<file path="src/hw/rtl/ssw_pkg.sv">
// Shared types, register map and reset values for the sliding surface wheel relay.
package ssw_pkg;

    localparam int unsigned DATA_W  = 16;
    localparam int unsigned LEVEL_W = 15;
    localparam int unsigned ADDR_W  = 5;
    localparam int unsigned PDATA_W = 32;
    localparam int unsigned Q_FRAC  = 12;
    // rate error * 2^12 plus gain * yaw error, with headroom
    localparam int unsigned SURF_W  = 33;

    localparam logic [LEVEL_W-1:0] RST_SURFACE_GAIN     = 15'd3277;
    localparam logic [LEVEL_W-1:0] RST_SURFACE_ON       = 15'd82;
    localparam logic [LEVEL_W-1:0] RST_SURFACE_OFF      = 15'd16;
    localparam logic [LEVEL_W-1:0] RST_ERROR_ON         = 15'd1843;
    localparam logic [LEVEL_W-1:0] RST_ERROR_OFF        = 15'd819;
    localparam logic [LEVEL_W-1:0] RST_RATE_LIMIT       = 15'd1434;
    localparam logic [LEVEL_W-1:0] RST_RATE_ERROR_OFF   = 15'd20;

    localparam logic signed [1:0] DIR_POS  = 2'sb01;
    localparam logic signed [1:0] DIR_OFF  = 2'sb00;
    localparam logic signed [1:0] DIR_NEG  = 2'sb11;

    typedef enum logic [2:0] {
        REG_CONTROL_ENABLE   = 3'd0,
        REG_SURFACE_GAIN     = 3'd1,
        REG_SURFACE_ON       = 3'd2,
        REG_SURFACE_OFF      = 3'd3,
        REG_ERROR_ON         = 3'd4,
        REG_ERROR_OFF        = 3'd5,
        REG_RATE_LIMIT       = 3'd6,
        REG_RATE_ERROR_OFF   = 3'd7
    } reg_idx_t;

    typedef struct packed {
        logic               control_enable;
        logic [LEVEL_W-1:0] surface_gain;
        logic [LEVEL_W-1:0] surface_on_level;
        logic [LEVEL_W-1:0] surface_off_level;
        logic [LEVEL_W-1:0] error_on_level;
        logic [LEVEL_W-1:0] error_off_level;
        logic [LEVEL_W-1:0] rate_limit;
        logic [LEVEL_W-1:0] rate_error_off_level;
    } cfg_t;

endpackage

</file>
<file path="src/hw/rtl/sliding_surface_wheel_relay.sv">
// Top level of the sliding surface wheel relay: input stage, direction state, result stage.
//
// Usage:
//   Input channel (item_valid / item_stall) carries one control tick:
//   yaw_err, measured_rate, wanted_rate (signed Q3.12) and ready_req.
//   Result channel (result_valid / result_stall) carries wheel_dir, the
//   updated wheel command (+1, 0, -1) for that tick, one result per item.
//   Throughput is one item per cycle unless the receiver stalls. The item
//   register feeds one 16x16 multiply and a set of compares that land in the
//   result register, with the direction state updated as the item moves
//   across. When the receiver stalls, the result holds and the item register
//   keeps one further item; item_stall rises only when both are full. Reset
//   clears both stages, sets the direction to off and loads the register
//   defaults. Configuration goes through the APB-style port (registers at
//   4*index, pready always high); the user configures only while no item is
//   in flight, which the block itself does not enforce.
module sliding_surface_wheel_relay (
    input  logic                                clk,
    input  logic                                rst_n,
    input  logic                                psel,
    input  logic                                penable,
    input  logic                                pwrite,
    input  logic [ssw_pkg::ADDR_W-1:0]          paddr,
    input  logic [ssw_pkg::PDATA_W-1:0]         pwdata,
    output logic [ssw_pkg::PDATA_W-1:0]         prdata,
    output logic                                pready,
    input  logic                                item_valid,
    output logic                                item_stall,
    input  logic signed [ssw_pkg::DATA_W-1:0]   yaw_err,
    input  logic signed [ssw_pkg::DATA_W-1:0]   measured_rate,
    input  logic signed [ssw_pkg::DATA_W-1:0]   wanted_rate,
    input  logic                                ready_req,
    output logic                                result_valid,
    input  logic                                result_stall,
    output logic signed [1:0]                   wheel_dir
);

    ssw_pkg::cfg_t cfg;

    logic                              in_valid_reg;
    logic signed [ssw_pkg::DATA_W-1:0] yaw_err_reg;
    logic signed [ssw_pkg::DATA_W-1:0] measured_rate_reg;
    logic signed [ssw_pkg::DATA_W-1:0] wanted_rate_reg;
    logic                              ready_req_reg;
    logic signed [1:0]                 dir_reg;
    logic signed [1:0]                 dir_next;
    logic                              out_valid_reg;
    logic signed [1:0]                 out_dir_reg;
    logic                              advance;
    logic                              take;

    ssw_regs u_regs (
        .clk     (clk),
        .rst_n   (rst_n),
        .psel    (psel),
        .penable (penable),
        .pwrite  (pwrite),
        .paddr   (paddr),
        .pwdata  (pwdata),
        .prdata  (prdata),
        .pready  (pready),
        .cfg     (cfg)
    );

    ssw_law u_law (
        .cfg           (cfg),
        .yaw_err       (yaw_err_reg),
        .measured_rate (measured_rate_reg),
        .wanted_rate   (wanted_rate_reg),
        .ready_req     (ready_req_reg),
        .dir_cur       (dir_reg),
        .dir_new       (dir_next)
    );

    // move the held item into the result stage when that stage frees up
    assign advance    = in_valid_reg && (!out_valid_reg || !result_stall);
    assign item_stall = in_valid_reg && !advance;
    assign take       = item_valid && !item_stall;

    always_ff @(posedge clk or negedge rst_n)
    begin
        if (!rst_n)
        begin
            in_valid_reg  <= 1'b0;
            out_valid_reg <= 1'b0;
            dir_reg       <= ssw_pkg::DIR_OFF;
        end
        else
        begin
            if (take)
                in_valid_reg <= 1'b1;
            else if (advance)
                in_valid_reg <= 1'b0;

            if (advance)
            begin
                out_valid_reg <= 1'b1;
                dir_reg       <= dir_next;
            end
            else if (!result_stall)
            begin
                out_valid_reg <= 1'b0;
            end
        end
    end

    always_ff @(posedge clk)
    begin
        if (take)
        begin
            yaw_err_reg       <= yaw_err;
            measured_rate_reg <= measured_rate;
            wanted_rate_reg   <= wanted_rate;
            ready_req_reg     <= ready_req;
        end
        if (advance)
            out_dir_reg <= dir_next;
    end

    assign result_valid = out_valid_reg;
    assign wheel_dir    = out_dir_reg;

endmodule

</file>
<file path="src/hw/rtl/ssw_regs.sv">
// APB-style configuration register bank.
module ssw_regs (
    input  logic                          clk,
    input  logic                          rst_n,
    input  logic                          psel,
    input  logic                          penable,
    input  logic                          pwrite,
    input  logic [ssw_pkg::ADDR_W-1:0]    paddr,
    input  logic [ssw_pkg::PDATA_W-1:0]   pwdata,
    output logic [ssw_pkg::PDATA_W-1:0]   prdata,
    output logic                          pready,
    output ssw_pkg::cfg_t                 cfg
);

    ssw_pkg::cfg_t     cfg_reg;
    ssw_pkg::reg_idx_t idx;
    logic              wr_en;
    logic [ssw_pkg::LEVEL_W-1:0] wdata15;

    assign idx     = ssw_pkg::reg_idx_t'(paddr[ssw_pkg::ADDR_W-1:2]);
    assign wr_en   = psel && penable && pwrite;
    assign wdata15 = pwdata[ssw_pkg::LEVEL_W-1:0];
    assign pready  = 1'b1;
    assign cfg     = cfg_reg;

    always_ff @(posedge clk or negedge rst_n)
    begin
        if (!rst_n)
        begin
            cfg_reg.control_enable       <= 1'b1;
            cfg_reg.surface_gain         <= ssw_pkg::RST_SURFACE_GAIN;
            cfg_reg.surface_on_level     <= ssw_pkg::RST_SURFACE_ON;
            cfg_reg.surface_off_level    <= ssw_pkg::RST_SURFACE_OFF;
            cfg_reg.error_on_level       <= ssw_pkg::RST_ERROR_ON;
            cfg_reg.error_off_level      <= ssw_pkg::RST_ERROR_OFF;
            cfg_reg.rate_limit           <= ssw_pkg::RST_RATE_LIMIT;
            cfg_reg.rate_error_off_level <= ssw_pkg::RST_RATE_ERROR_OFF;
        end
        else if (wr_en)
        begin
            unique case (idx)
                ssw_pkg::REG_CONTROL_ENABLE: cfg_reg.control_enable       <= pwdata[0];
                ssw_pkg::REG_SURFACE_GAIN:   cfg_reg.surface_gain         <= wdata15;
                ssw_pkg::REG_SURFACE_ON:     cfg_reg.surface_on_level     <= wdata15;
                ssw_pkg::REG_SURFACE_OFF:    cfg_reg.surface_off_level    <= wdata15;
                ssw_pkg::REG_ERROR_ON:       cfg_reg.error_on_level       <= wdata15;
                ssw_pkg::REG_ERROR_OFF:      cfg_reg.error_off_level      <= wdata15;
                ssw_pkg::REG_RATE_LIMIT:     cfg_reg.rate_limit           <= wdata15;
                ssw_pkg::REG_RATE_ERROR_OFF: cfg_reg.rate_error_off_level <= wdata15;
                default:                     cfg_reg <= cfg_reg;
            endcase
        end
    end

    always_comb
    begin
        prdata = '0;
        unique case (idx)
            ssw_pkg::REG_CONTROL_ENABLE: prdata[0] = cfg_reg.control_enable;
            ssw_pkg::REG_SURFACE_GAIN:
                prdata[ssw_pkg::LEVEL_W-1:0] = cfg_reg.surface_gain;
            ssw_pkg::REG_SURFACE_ON:
                prdata[ssw_pkg::LEVEL_W-1:0] = cfg_reg.surface_on_level;
            ssw_pkg::REG_SURFACE_OFF:
                prdata[ssw_pkg::LEVEL_W-1:0] = cfg_reg.surface_off_level;
            ssw_pkg::REG_ERROR_ON:
                prdata[ssw_pkg::LEVEL_W-1:0] = cfg_reg.error_on_level;
            ssw_pkg::REG_ERROR_OFF:
                prdata[ssw_pkg::LEVEL_W-1:0] = cfg_reg.error_off_level;
            ssw_pkg::REG_RATE_LIMIT:
                prdata[ssw_pkg::LEVEL_W-1:0] = cfg_reg.rate_limit;
            ssw_pkg::REG_RATE_ERROR_OFF:
                prdata[ssw_pkg::LEVEL_W-1:0] = cfg_reg.rate_error_off_level;
            default: prdata = '0;
        endcase
    end

endmodule

</file>
<file path="src/hw/rtl/ssw_law.sv">
// Sliding surface and hysteresis switching law for one control tick.
module ssw_law (
    input  ssw_pkg::cfg_t                       cfg,
    input  logic signed [ssw_pkg::DATA_W-1:0]   yaw_err,
    input  logic signed [ssw_pkg::DATA_W-1:0]   measured_rate,
    input  logic signed [ssw_pkg::DATA_W-1:0]   wanted_rate,
    input  logic                                ready_req,
    input  logic signed [1:0]                   dir_cur,
    output logic signed [1:0]                   dir_new
);

    localparam int unsigned RE_W = ssw_pkg::DATA_W + 1;
    localparam int unsigned CW   = ssw_pkg::DATA_W + 2;
    localparam int unsigned PAD  = ssw_pkg::SURF_W - ssw_pkg::LEVEL_W - ssw_pkg::Q_FRAC;

    logic signed [RE_W-1:0]              rate_err;
    logic signed [ssw_pkg::DATA_W-1:0]   gain_s;
    logic signed [2*ssw_pkg::DATA_W-1:0] prod;
    logic signed [ssw_pkg::SURF_W-1:0]   surf;
    logic signed [ssw_pkg::SURF_W-1:0]   s_on;
    logic signed [ssw_pkg::SURF_W-1:0]   s_off;
    logic [ssw_pkg::LEVEL_W-1:0]         e_off_lvl;
    logic signed [CW-1:0]                yerr_x;
    logic signed [CW-1:0]                yr_x;
    logic signed [CW-1:0]                yre_x;
    logic signed [CW-1:0]                e_on;
    logic signed [CW-1:0]                e_off;
    logic signed [CW-1:0]                r_lim;
    logic signed [CW-1:0]                re_off;

    always_comb
    begin
        rate_err = RE_W'(wanted_rate) - RE_W'(measured_rate);
        gain_s   = signed'({1'b0, cfg.surface_gain});
        prod     = gain_s * yaw_err;
        surf     = (ssw_pkg::SURF_W'(rate_err) <<< ssw_pkg::Q_FRAC)
                   + ssw_pkg::SURF_W'(prod);
        s_on     = signed'({{PAD{1'b0}}, cfg.surface_on_level, {ssw_pkg::Q_FRAC{1'b0}}});
        s_off    = signed'({{PAD{1'b0}}, cfg.surface_off_level, {ssw_pkg::Q_FRAC{1'b0}}});

        e_off_lvl = (cfg.error_off_level < cfg.error_on_level)
                    ? cfg.error_off_level : cfg.error_on_level;
        yerr_x   = CW'(yaw_err);
        yr_x     = CW'(measured_rate);
        yre_x    = CW'(rate_err);
        e_on     = signed'(CW'(cfg.error_on_level));
        e_off    = signed'(CW'(e_off_lvl));
        r_lim    = signed'(CW'(cfg.rate_limit));
        re_off   = signed'(CW'(cfg.rate_error_off_level));
    end

    always_comb
    begin
        dir_new = dir_cur;
        if (!cfg.control_enable || !ready_req)
        begin
            dir_new = ssw_pkg::DIR_OFF;
        end
        else if (dir_cur == ssw_pkg::DIR_OFF)
        begin
            // surface has priority over the yaw error for turn-on
            priority if (surf > s_on)     dir_new = ssw_pkg::DIR_POS;
            else if (surf < -s_on)        dir_new = ssw_pkg::DIR_NEG;
            else if (yerr_x > e_on)       dir_new = ssw_pkg::DIR_POS;
            else if (yerr_x < -e_on)      dir_new = ssw_pkg::DIR_NEG;
            else                          dir_new = ssw_pkg::DIR_OFF;
        end
        else if (dir_cur == ssw_pkg::DIR_POS)
        begin
            if (surf < s_off || yre_x < re_off || yr_x > r_lim || yerr_x < -e_off)
                dir_new = ssw_pkg::DIR_OFF;
        end
        else
        begin
            if (surf > -s_off || yre_x > -re_off || yr_x < -r_lim || yerr_x > e_off)
                dir_new = ssw_pkg::DIR_OFF;
        end
    end

endmodule

</file>
<file path="config.mk">
export PLATFORM = sky130hd
export DESIGN_NAME = sliding_surface_wheel_relay
export DESIGN_NICKNAME = d
export VERILOG_FILES = /design/src/hw/rtl/ssw_pkg.sv /design/src/hw/rtl/sliding_surface_wheel_relay.sv /design/src/hw/rtl/ssw_regs.sv /design/src/hw/rtl/ssw_law.sv
export SDC_FILE = /design/constraint.sdc
export NUM_CORES = 1
export LEC_CHECK = 0
export BUFFER_PORTS_ARGS = -buffer_cell sky130_fd_sc_hd__buf_2
export CAP_MARGIN = 25
export CELL_PAD_IN_SITES_DETAIL_PLACEMENT = 0
export CELL_PAD_IN_SITES_GLOBAL_PLACEMENT = 1
export CORE_MARGIN = 2
export CORE_UTILIZATION = 36
export CTS_CLUSTER_SIZE = 12
export DETAILED_ROUTE_END_ITERATION = 10
export GPL_TIMING_DRIVEN = 1
export PLACE_DENSITY_LB_ADDON = 0.1
export SETUP_SLACK_MARGIN = 0.15
export SLEW_MARGIN = 30
export SYNTH_ARGS = -nofsm -noshare
export SYNTH_HDL_FRONTEND = slang
export SYNTH_SLANG_ARGS = --single-unit
</file>
<file path="constraint.sdc">
create_clock -name clk -period 14.9 [get_ports clk]
set_clock_uncertainty 0.15 [all_clocks]
set_input_delay 0.745 -clock clk [delete_from_list [all_inputs] [get_ports clk]]
set_output_delay 0.745 -clock clk [all_outputs]
set_load 0.03 [all_outputs]
</file>
==> impl_metrics.toml, run 1 <==
[route]
detail_route.wl_per_cell_um = 22.0
wl_mm = 77.7
route.vias.total = 18800
drtPass1Iterations = 5
drt_iter0_drc = 1224
via_per_inst = 5.32
antenna_left = 0
drc = 0

[setup_path]
slowest_stage = "edfxtp_1"
worst_ep_arrival_time_ns = 10.12
startpoint_type = "flop"
critPathRequiredTime_ns = 15.09
worst-setup-path-type = "reg2reg"
worstPathMaxFanout = 19
cp_common_cell = "fa_1"
critPathCaptureType = "flop"
rrSetupSlack_ns = 4.97
slowest_delay_ns = 0.77

[cts]
cts_buffer_depth = 2
h-tree-depth = 4
holdBufCountCts = 0
cts_setup_buffers = 0
cts-buffers-inserted = 17
cts-root-buf = "clkbuf_16"
clkSinkCount = 161
cts_resized = 0
cts_tree = "built"
cts.clk_slew.worst_paths_ns = 0.08
clock_latency_ns = 0.49

[logic_synthesis]
synth-main-ff-cell = "dfrtp_1"
synth-xor-area-share = 0.0446
synthArstFlopShare = 0.683
syn_area_um2 = 23200
synth_area_per_cell_um2 = 8.92
ys_ff_latch = 161
synthMuxAreaShare = 0.0417
synth_top_family_by_area = "adder cells"
synth_warnings = 0
synth_compound_area_frac = 0.119
synth.distinct_cells = 88
ys_seq_area_frac = 0.186
synth_edf_count = 51
netlist_instances = 2600
synthAdderAreaFrac = 0.360
yosys.area_share.simple = 0.160

[final_layout]
drive_above_1_share = 0.101
final_cell_mix = "inv_1 (412), ha_1 (342), nand2_1 (296), fa_1 (202), o21ai_0 (137)"
n_fill_cell = 6523
nNetsFinal = 3295
final_common_cell = "inv_1"
largest_register_ffs = 106
syn2layout_area_growth_pct = 8.42

[sta]
finalHoldViolCount = 0
maxSlewViolCount = 0
holdWs_ns = 0.218
fmax_ghz = 0.101
final-setup-viol-count = 0
fin_crit_sh = 0.667
slew_headroom = 0.337
tightest_slew_ns = 0.994
rsz0062_at_grt = "false"
fin_setup_tns_ns = 0
fin_crit_ns = 9.93

[grt]
antenna_found_initial = 4
grt_overflow_total = 0
grt_pass1_vias = 19200
grt_pass1_wl_mm = 117
track_usage = 0.237
grt_max_degree = 60

[floorplanning]
rows = 93
fp.dieH_um = 258
start_util = 0.362
coreArea_um2 = 64100
dieWidth_um = 258
io-pin-count = 130
die_area_um2 = 66500

[min_path]
hold_path_class = "in2async"

[placement]
io_buffers = 92
gp_congestion = 0.896
dp_hpwl_mm = 62.7

[outcome]
status = "complete, no violations"

[flow_run]
drv_cap = 0
## layout make-up
class / count / area, um2 / share of cell area
well taps: 855 / 1070 / 0.0425
diodes: 3 / 7.51 / 0.000298
clock inverters: 15 / 196 / 0.00781
flip-flops and latches: 161 / 4330 / 0.172
clock buffers: 17 / 425 / 0.0169
repair buffers: 119 / 677 / 0.0269
multi-input cells: 1947 / 16900 / 0.672
inverters: 412 / 1550 / 0.0615
## path summary, 6_finish.rpt
path	end	from	depth (start not counted)
max	wheel_dir[0]	yaw_err_reg[6]	31
min	u_regs.cfg[20]	rst_n	1
min reg2reg	result_valid	in_valid_reg	1
max reg2reg	wheel_dir[0]	yaw_err_reg[6]	31
max in group asynchronous	u_regs.cfg[98]	rst_n	2
min in group clk	measured_rate_reg[8]	measured_rate[8]	1
## layer usage
layer / global-route usage / share of wire / vias to the layer above
met1: 0.306 / 0.43 / 9359
li1: - / - / 8785
met2: 0.392 / 0.47 / 480
met4: 0.106 / 0.044 / 2
met3: 0.0376 / 0.051 / 133
met5: 0 / 0.00015 / -
## critical path: cells and delay by family, from the launching register on
kind	cells	cell delay (ns)
AND/OR/NAND/NOR	3	0.58
XOR/XNOR	1	0.38
adder cells (fa/ha/maj)	9	4.20
flip-flops	1	0.77
AO/OA/AOI/OAI	14	3.46
buffers and inverters	4	0.23
## cell usage after synthesis, drive strengths merged, types with 8 or more instances
library cell	n	area, um2
and3	12	78.8
ha	342	4280
fa	202	4040
o21ai	142	711
mux4	9	203
nor2b	35	219
nor4	19	125
nand2	296	1110
mux2i	28	280
o211ai	8	60.1
o21a	22	165
buf	28	209
and2	119	744
inv	412	1550
mux2	43	484
nand2b	32	200
a221oi	9	78.8
dfrtp	77	1930
a21oi	97	500
a31oi	15	93.8
xnor2	93	833
xor2	23	201
nand4	41	257
clkbuf	67	254
a211oi	14	110
nor3	40	200
nor2	99	372
nand3	33	165
and4	8	73.8
a21o	53	403
edfxtp	51	1530
dfstp	33	867
## logic make-up after synthesis
group | count (synthesis)
AND/OR/NAND/NOR | 755
adder cells (fa/ha/maj) | 547
buffers and inverters | 508
AO/OA/AOI/OAI | 431
flip-flops | 161
XOR/XNOR | 116
multiplexers | 80
other | 2
## stage by stage
stage	area (um2)	setup WS, ns	instances	utilization
2_1_floorplan	23300	6.76	2616	-
4_1_cts	25100	4.90	3525	0.392
5_1_grt	25100	4.32	3526	0.392
6_report	25200	4.97	3529	0.392
3_5_place_dp	24500	4.97	3493	0.382
3_3_place_gp	24500	5.03	3492	0.382
Power of run 1 is not shown: default switching activity piles up to over one toggle a cycle in this logic, so the estimate is an artifact.
==> inputs of run 2 (changes only) <==
--- a/config.mk
+++ b/config.mk
@@ -5,6 +5,7 @@
 export SDC_FILE = /design/constraint.sdc
 export NUM_CORES = 1
 export LEC_CHECK = 0
+export ABC_AREA = 1
 export BUFFER_PORTS_ARGS = -buffer_cell sky130_fd_sc_hd__buf_2
 export CAP_MARGIN = 25
 export CELL_PAD_IN_SITES_DETAIL_PLACEMENT = 0
==> constraint.sdc (replaced) <==
create_clock -name clk -period 8.1 [get_ports clk]
set_clock_uncertainty 0.15 [all_clocks]
set_input_delay 0.405 -clock clk [delete_from_list [all_inputs] [get_ports clk]]
set_output_delay 0.405 -clock clk [all_outputs]
set_load 0.03 [all_outputs]
==> run 2 against run 1 <==
  * Via count increased by 11%
  * Critical path type unchanged
  * Critical endpoint is now wheel_dir[1]
  * Setup slack got worse by 4.5 ns
  * Critical path depth is 1 lower
  * Maximum frequency is 30% higher
==> impl_metrics.toml, run 2 <==
[min_path]
hold_path_class = "in2reg"

[setup_path]
rrSetupSlack_ns = 0.45
worst-setup-path-type = "reg2reg"
worst_ep_arrival_time_ns = 7.70
crit_buf_inv = 7
cp_top_family = "adder cells"
slowest_delay_ns = 0.73
slowest_stage = "dfstp_4"
critPathRequiredTime_ns = 8.15
startpoint_type = "flop"
worstPathMaxFanout = 6
cp_common_cell = "fa_1"
critPathCaptureType = "flop"

[logic_synthesis]
synth_edf_count = 51
ys_top_cells_by_count = "inv_1 (693), nand2_1 (689), ha_1 (342), fa_1 (202), a21oi_1 (142)"
synth-main-ff-cell = "dfrtp_1"
synth.most_common_cell = "inv_1"
ys_seq_area_frac = 0.183
ys_ff_latch = 161
synth_top_area_share = 0.181
synthTopCellsByArea = "ha_1 (18%), fa_1 (17%), inv_1 (11%)"
syn_area_um2 = 23600
synth.distinct_cells = 58
yosysTopAreaCell = "ha_1"
synth_area_per_cell_um2 = 7.67
synth_warnings = 0
synthArstFlopShare = 0.683
netlist_instances = 3081

[sta]
fmax_ghz = 0.131
maxSlewViolCount = 0
fin_crit_ns = 7.65
final-setup-viol-count = 0
holdWs_ns = 0.0263
rsz0062_at_grt = "false"
slew_headroom = 0.400
tightest_slew_ns = 0.898
fin_setup_tns_ns = 0
finalHoldViolCount = 0
fin_crit_sh = 0.944

[route]
wl_mm = 80.6
wl_met1_mm = 35.5
drtPass1Iterations = 5
antenna_left = 0
drc = 0
top_layer_used = "met5"
detail_route.wl_per_cell_um = 19.2
met2_length_mm = 39.7
via_per_inst = 4.93
drt_iter0_drc = 1122
route.vias.total = 20700
wl_met3_mm = 2.87

[placement]
gp_congestion = 0.914
dp_hpwl_mm = 67.1
io_buffers = 92

[cts]
cts-root-buf = "clkbuf_16"
clock_latency_ns = 0.45
clkSinkCount = 161
cts.clk_slew.worst_paths_ns = 0.08
cts_buffer_depth = 2
h-tree-depth = 4
cts-buffers-inserted = 17
cts_tree = "built"

[final_layout]
final_cell_mix = "inv_1 (685), nand2_1 (665), ha_1 (325), fa_1 (200), buf_4 (151)"
final_util = 0.431
final_common_cell = "inv_1"
syn2layout_area_growth_pct = 17.9
nNetsFinal = 3970
largest_register_ffs = 106
drive_above_1_share = 0.151

[floorplanning]
die_area_um2 = 67700
start_util = 0.365
dieWidth_um = 260
io-pin-count = 130
fp.dieH_um = 260
rows = 93
coreArea_um2 = 64700

[grt]
grt_overflow_total = 0
grt_pass1_wl_mm = 124
grt_pass1_vias = 21500
grt_max_degree = 70
track_usage = 0.243
antenna_found_initial = 1

[flow_run]
drv_cap = 0

[outcome]
status = "complete, no violations"
==> run 2: final timing paths <==
check | startpoint | to | depth (start not counted)
max | u_regs.cfg[100] | wheel_dir[1] | 30
min | yaw_err[15] | yaw_err_reg[15] | 1
max reg2reg | u_regs.cfg[100] | wheel_dir[1] | 30
min reg2reg | in_valid_reg | result_valid | 2
max in group asynchronous | rst_n | u_regs.cfg[94] | 3
min in group asynchronous | rst_n | dir_reg[0] | 2
==> run 2: layer usage <==
| metal | up-vias | GRT usage |
|---|---|---|
| met4 | 2 | 0.0775 |
| met2 | 425 | 0.434 |
| met3 | 88 | 0.0214 |
| li1 | 10200 | - |
| met1 | 10100 | 0.307 |
| met5 | - | 0 |
==> run 2: cell type report <==
| type | instances | area, um2 |
|---|---|---|
| Sequential cell | 161 | 4340 |
| Clock inverter | 13 | 121 |
| Tap cell | 855 | 1070 |
| Clock buffer | 19 | 454 |
| Fill cell | 6666 | 36800 |
| Multi-Input combinational cell | 2136 | 16800 |
| Antenna cell | 2 | 5.00 |
| Inverter | 706 | 2650 |
| Timing Repair Buffer | 311 | 2440 |
==> run 2: cell families after synthesis <==
family / share of synthesized area
fa+ha+maj: 0.352
simple gates: 0.191
compound gates: 0.102
other cells: 0.000318
flops: 0.183
xor+xnor: 0.0404
buf+inv: 0.131
==> run 2: timing repair <==
| item | CTS | global route |
|---|---|---|
| setup endpoints to repair | 4 | 4 |
| endpoints found under the hold margin | 78 | 0 |
| pin swaps | 0 | 50 |
| hold buffers | 48 | 0 |
| resized for setup | 7 | 117 |
| setup buffers | 7 | 30 |
| cloned | 0 | 0 |
==> run 2: through the flow <==
step | area, um2 | worst slack [ns] | std cells
finish | 27900 | 0.455 | 4203
global route | 27900 | 0.134 | 4201
CTS | 27000 | 0.154 | 4171
detailed placement | 25900 | 0.0593 | 4084
global placement | 25900 | 0.122 | 4084
floorplan | 23700 | 0.717 | 3097
==> run 2: worst register-to-register path: cells and delay by family (launching register included) <==
| family | cells | cell delay (ns) |
|---|---|---|
| AO/OA/AOI/OAI | 5 | 0.81 |
| XOR/XNOR | 1 | 0.17 |
| adder cells (fa/ha/maj) | 8 | 3.61 |
| buffers and inverters | 7 | 0.74 |
| flip-flops | 1 | 0.73 |
| AND/OR/NAND/NOR | 9 | 1.18 |
Power of run 2 is left out for the same reason.
==> inputs of run 3 (changes only) <==
--- a/config.mk
+++ b/config.mk
@@ -15,7 +15,7 @@
 export CTS_CLUSTER_SIZE = 12
 export DETAILED_ROUTE_END_ITERATION = 10
 export GPL_TIMING_DRIVEN = 1
-export PLACE_DENSITY_LB_ADDON = 0.1
+export PLACE_DENSITY_LB_ADDON = 0.2
 export SETUP_SLACK_MARGIN = 0.15
 export SLEW_MARGIN = 30
 export SYNTH_ARGS = -nofsm -noshare
==> run 3 against run 2 <==
  * Die area is the same
  * Hold slack lost 0.016 ns
  * Setup slack lost 0.0085 ns
  * Via count grew 0.25%
  * Non-clock buffer count shrank 29
  * Sequential share of layout area grew 0.19 points
  * Cell count shrank 0.71%
  * Sequential cell count is the same
  * Highest routed layer is now met4
==> impl_metrics.toml, run 3 (synthesis gave the netlist of run 2 again) <==
[placement]
io_buffers = 92
placed_cell_area_um2 = 25600
dp_hpwl_mm = 65.1
gp_congestion = 0.911
placed_cells = 4053

[setup_path]
slowest_stage = "dfstp_4"
worstPathMaxFanout = 6
critPathCaptureType = "flop"
worst_ep_arrival_time_ns = 7.72
slowest_delay_ns = 0.69
startpoint_type = "flop"
worst-setup-path-type = "reg2reg"
critPathRequiredTime_ns = 8.16

[final_layout]
finalNonFillerCells = 4173
final_cell_area_um2 = 27600
largest_register_ffs = 106
final_common_cell = "inv_1"
drive_above_1_share = 0.145
multi_input_area_um2 = 16800
syn2layout_area_growth_pct = 16.7
regArea_um2 = 4350
n_fill_cell = 6687
nNetsFinal = 3941
final_cell_mix = "inv_1 (685), nand2_1 (661), ha_1 (327), fa_1 (196), o21ai_0 (140)"

[sta]
finalHoldViolCount = 0
rsz0062_at_grt = "false"
tightest_slew_ns = 0.909
fin_crit_ns = 7.65
fin_crit_sh = 0.945
fmax_ghz = 0.131
maxSlewViolCount = 0
fin_setup_tns_ns = 0
slew_headroom = 0.393
final-setup-viol-count = 0

[min_path]
hold_path_class = "in2reg"

[flow_run]
drv_cap = 0

[cts]
clock_latency_ns = 0.47
clkSinkCount = 161
cts-root-buf = "clkbuf_16"
cts_buffer_depth = 2
cts-buffers-inserted = 17
h-tree-depth = 4
cts_tree = "built"
cts.clk_slew.worst_paths_ns = 0.08

[grt]
track_usage = 0.237
grt_pass1_vias = 21300
grt_overflow_total = 0
antenna_found_initial = 2
grt_pass1_wl_mm = 121
grt_max_degree = 66

[route]
drc = 0
antenna_left = 0
detail_route.wl_per_cell_um = 18.9
route.vias.total = 20800
via_per_inst = 4.98
drt_iter0_drc = 1364
drtPass1Iterations = 5
wl_mm = 78.7

[floorplanning]
io-pin-count = 130
die_area_um2 = 67700
dieWidth_um = 260
start_util = 0.365
fp.dieH_um = 260
coreArea_um2 = 64700
rows = 93

[outcome]
status = "complete, no violations"
==> run 3: cell types whose count changed in the layout (fill, tap and decap cells not counted), moves of 3 or more <==
cell | before | now
inv_6 | 5 | 2
a21oi_2 | 11 | 8
dfrtp_1 | 76 | 73
buf_12 | 14 | 8
xnor2_2 | 6 | 2
xnor2_1 | 15 | 18
dfrtp_2 | 0 | 3
fa_2 | 2 | 6
nand2_1 | 665 | 661
fa_1 | 200 | 196
nand2_2 | 36 | 39
buf_4 | 151 | 126
ha_4 | 16 | 12
==> run 3: final cells by class <==
| type | instances | area share |
|---|---|---|
| diodes | 2 | 0.000182 |
| clock buffers | 20 | 0.0170 |
| clock inverters | 11 | 0.00458 |
| inverters | 706 | 0.0961 |
| multi-input cells | 2136 | 0.608 |
| flip-flops and latches | 161 | 0.158 |
| well taps | 855 | 0.0388 |
| repair buffers | 282 | 0.0777 |
==> run 3: path summary, 6_finish.rpt <==
path	cells past startpoint	slack, ns	from	end
worst min register to register	2	0.31	in_valid_reg	result_valid
worst min-delay path	1	0.01	yaw_err[0]	yaw_err_reg[0]
worst max-delay path	31	0.45	u_regs.cfg[101]	wheel_dir[0]
worst max register to register	31	0.45	u_regs.cfg[101]	wheel_dir[0]
min in group asynchronous	2	0.34	rst_n	result_valid
max in group asynchronous	3	6.08	rst_n	u_regs.cfg[94]
==> run 3: per-layer routing <==
metal	global-route usage	wire length (um)	vias up
li1	-	-	10100
met1	0.299	33900	10100
met2	0.413	38100	519
met3	0.0244	3260	120
met4	0.0948	3370	0
met5	0	0	-
==> run 3: critical path, delay by kind of cell (launching register included) <==
family                   cells  cell delay, ns
adder cells (fa/ha/maj)      8            3.72
AND/OR/NAND/NOR             11            1.38
flip-flops                   1            0.69
buffers and inverters        7            0.66
AO/OA/AOI/OAI                4            0.65
XOR/XNOR                     1            0.15
==> run 3: repair_timing <==
item                                   4_1_cts  5_1_grt
hold buffers                                49        0
gates resized for setup                      6      123
setup buffers                               19       19
endpoints found under the hold margin       80        0
setup endpoints to repair                    4        4
pin swaps                                    1       66
==> run 3: stage by stage <==
step                      hold slack [ns]  setup slack, ns  utilization
after global routing              0.00646            0.116        0.426
after detailed placement            0.303           0.0936        0.396
after floorplan                   -0.0406            0.717            -
after CTS                         0.00429            0.154        0.416
final                             0.00995            0.446        0.426
after global placement              0.294            0.106        0.396
Power of run 3 is left out for the same reason.
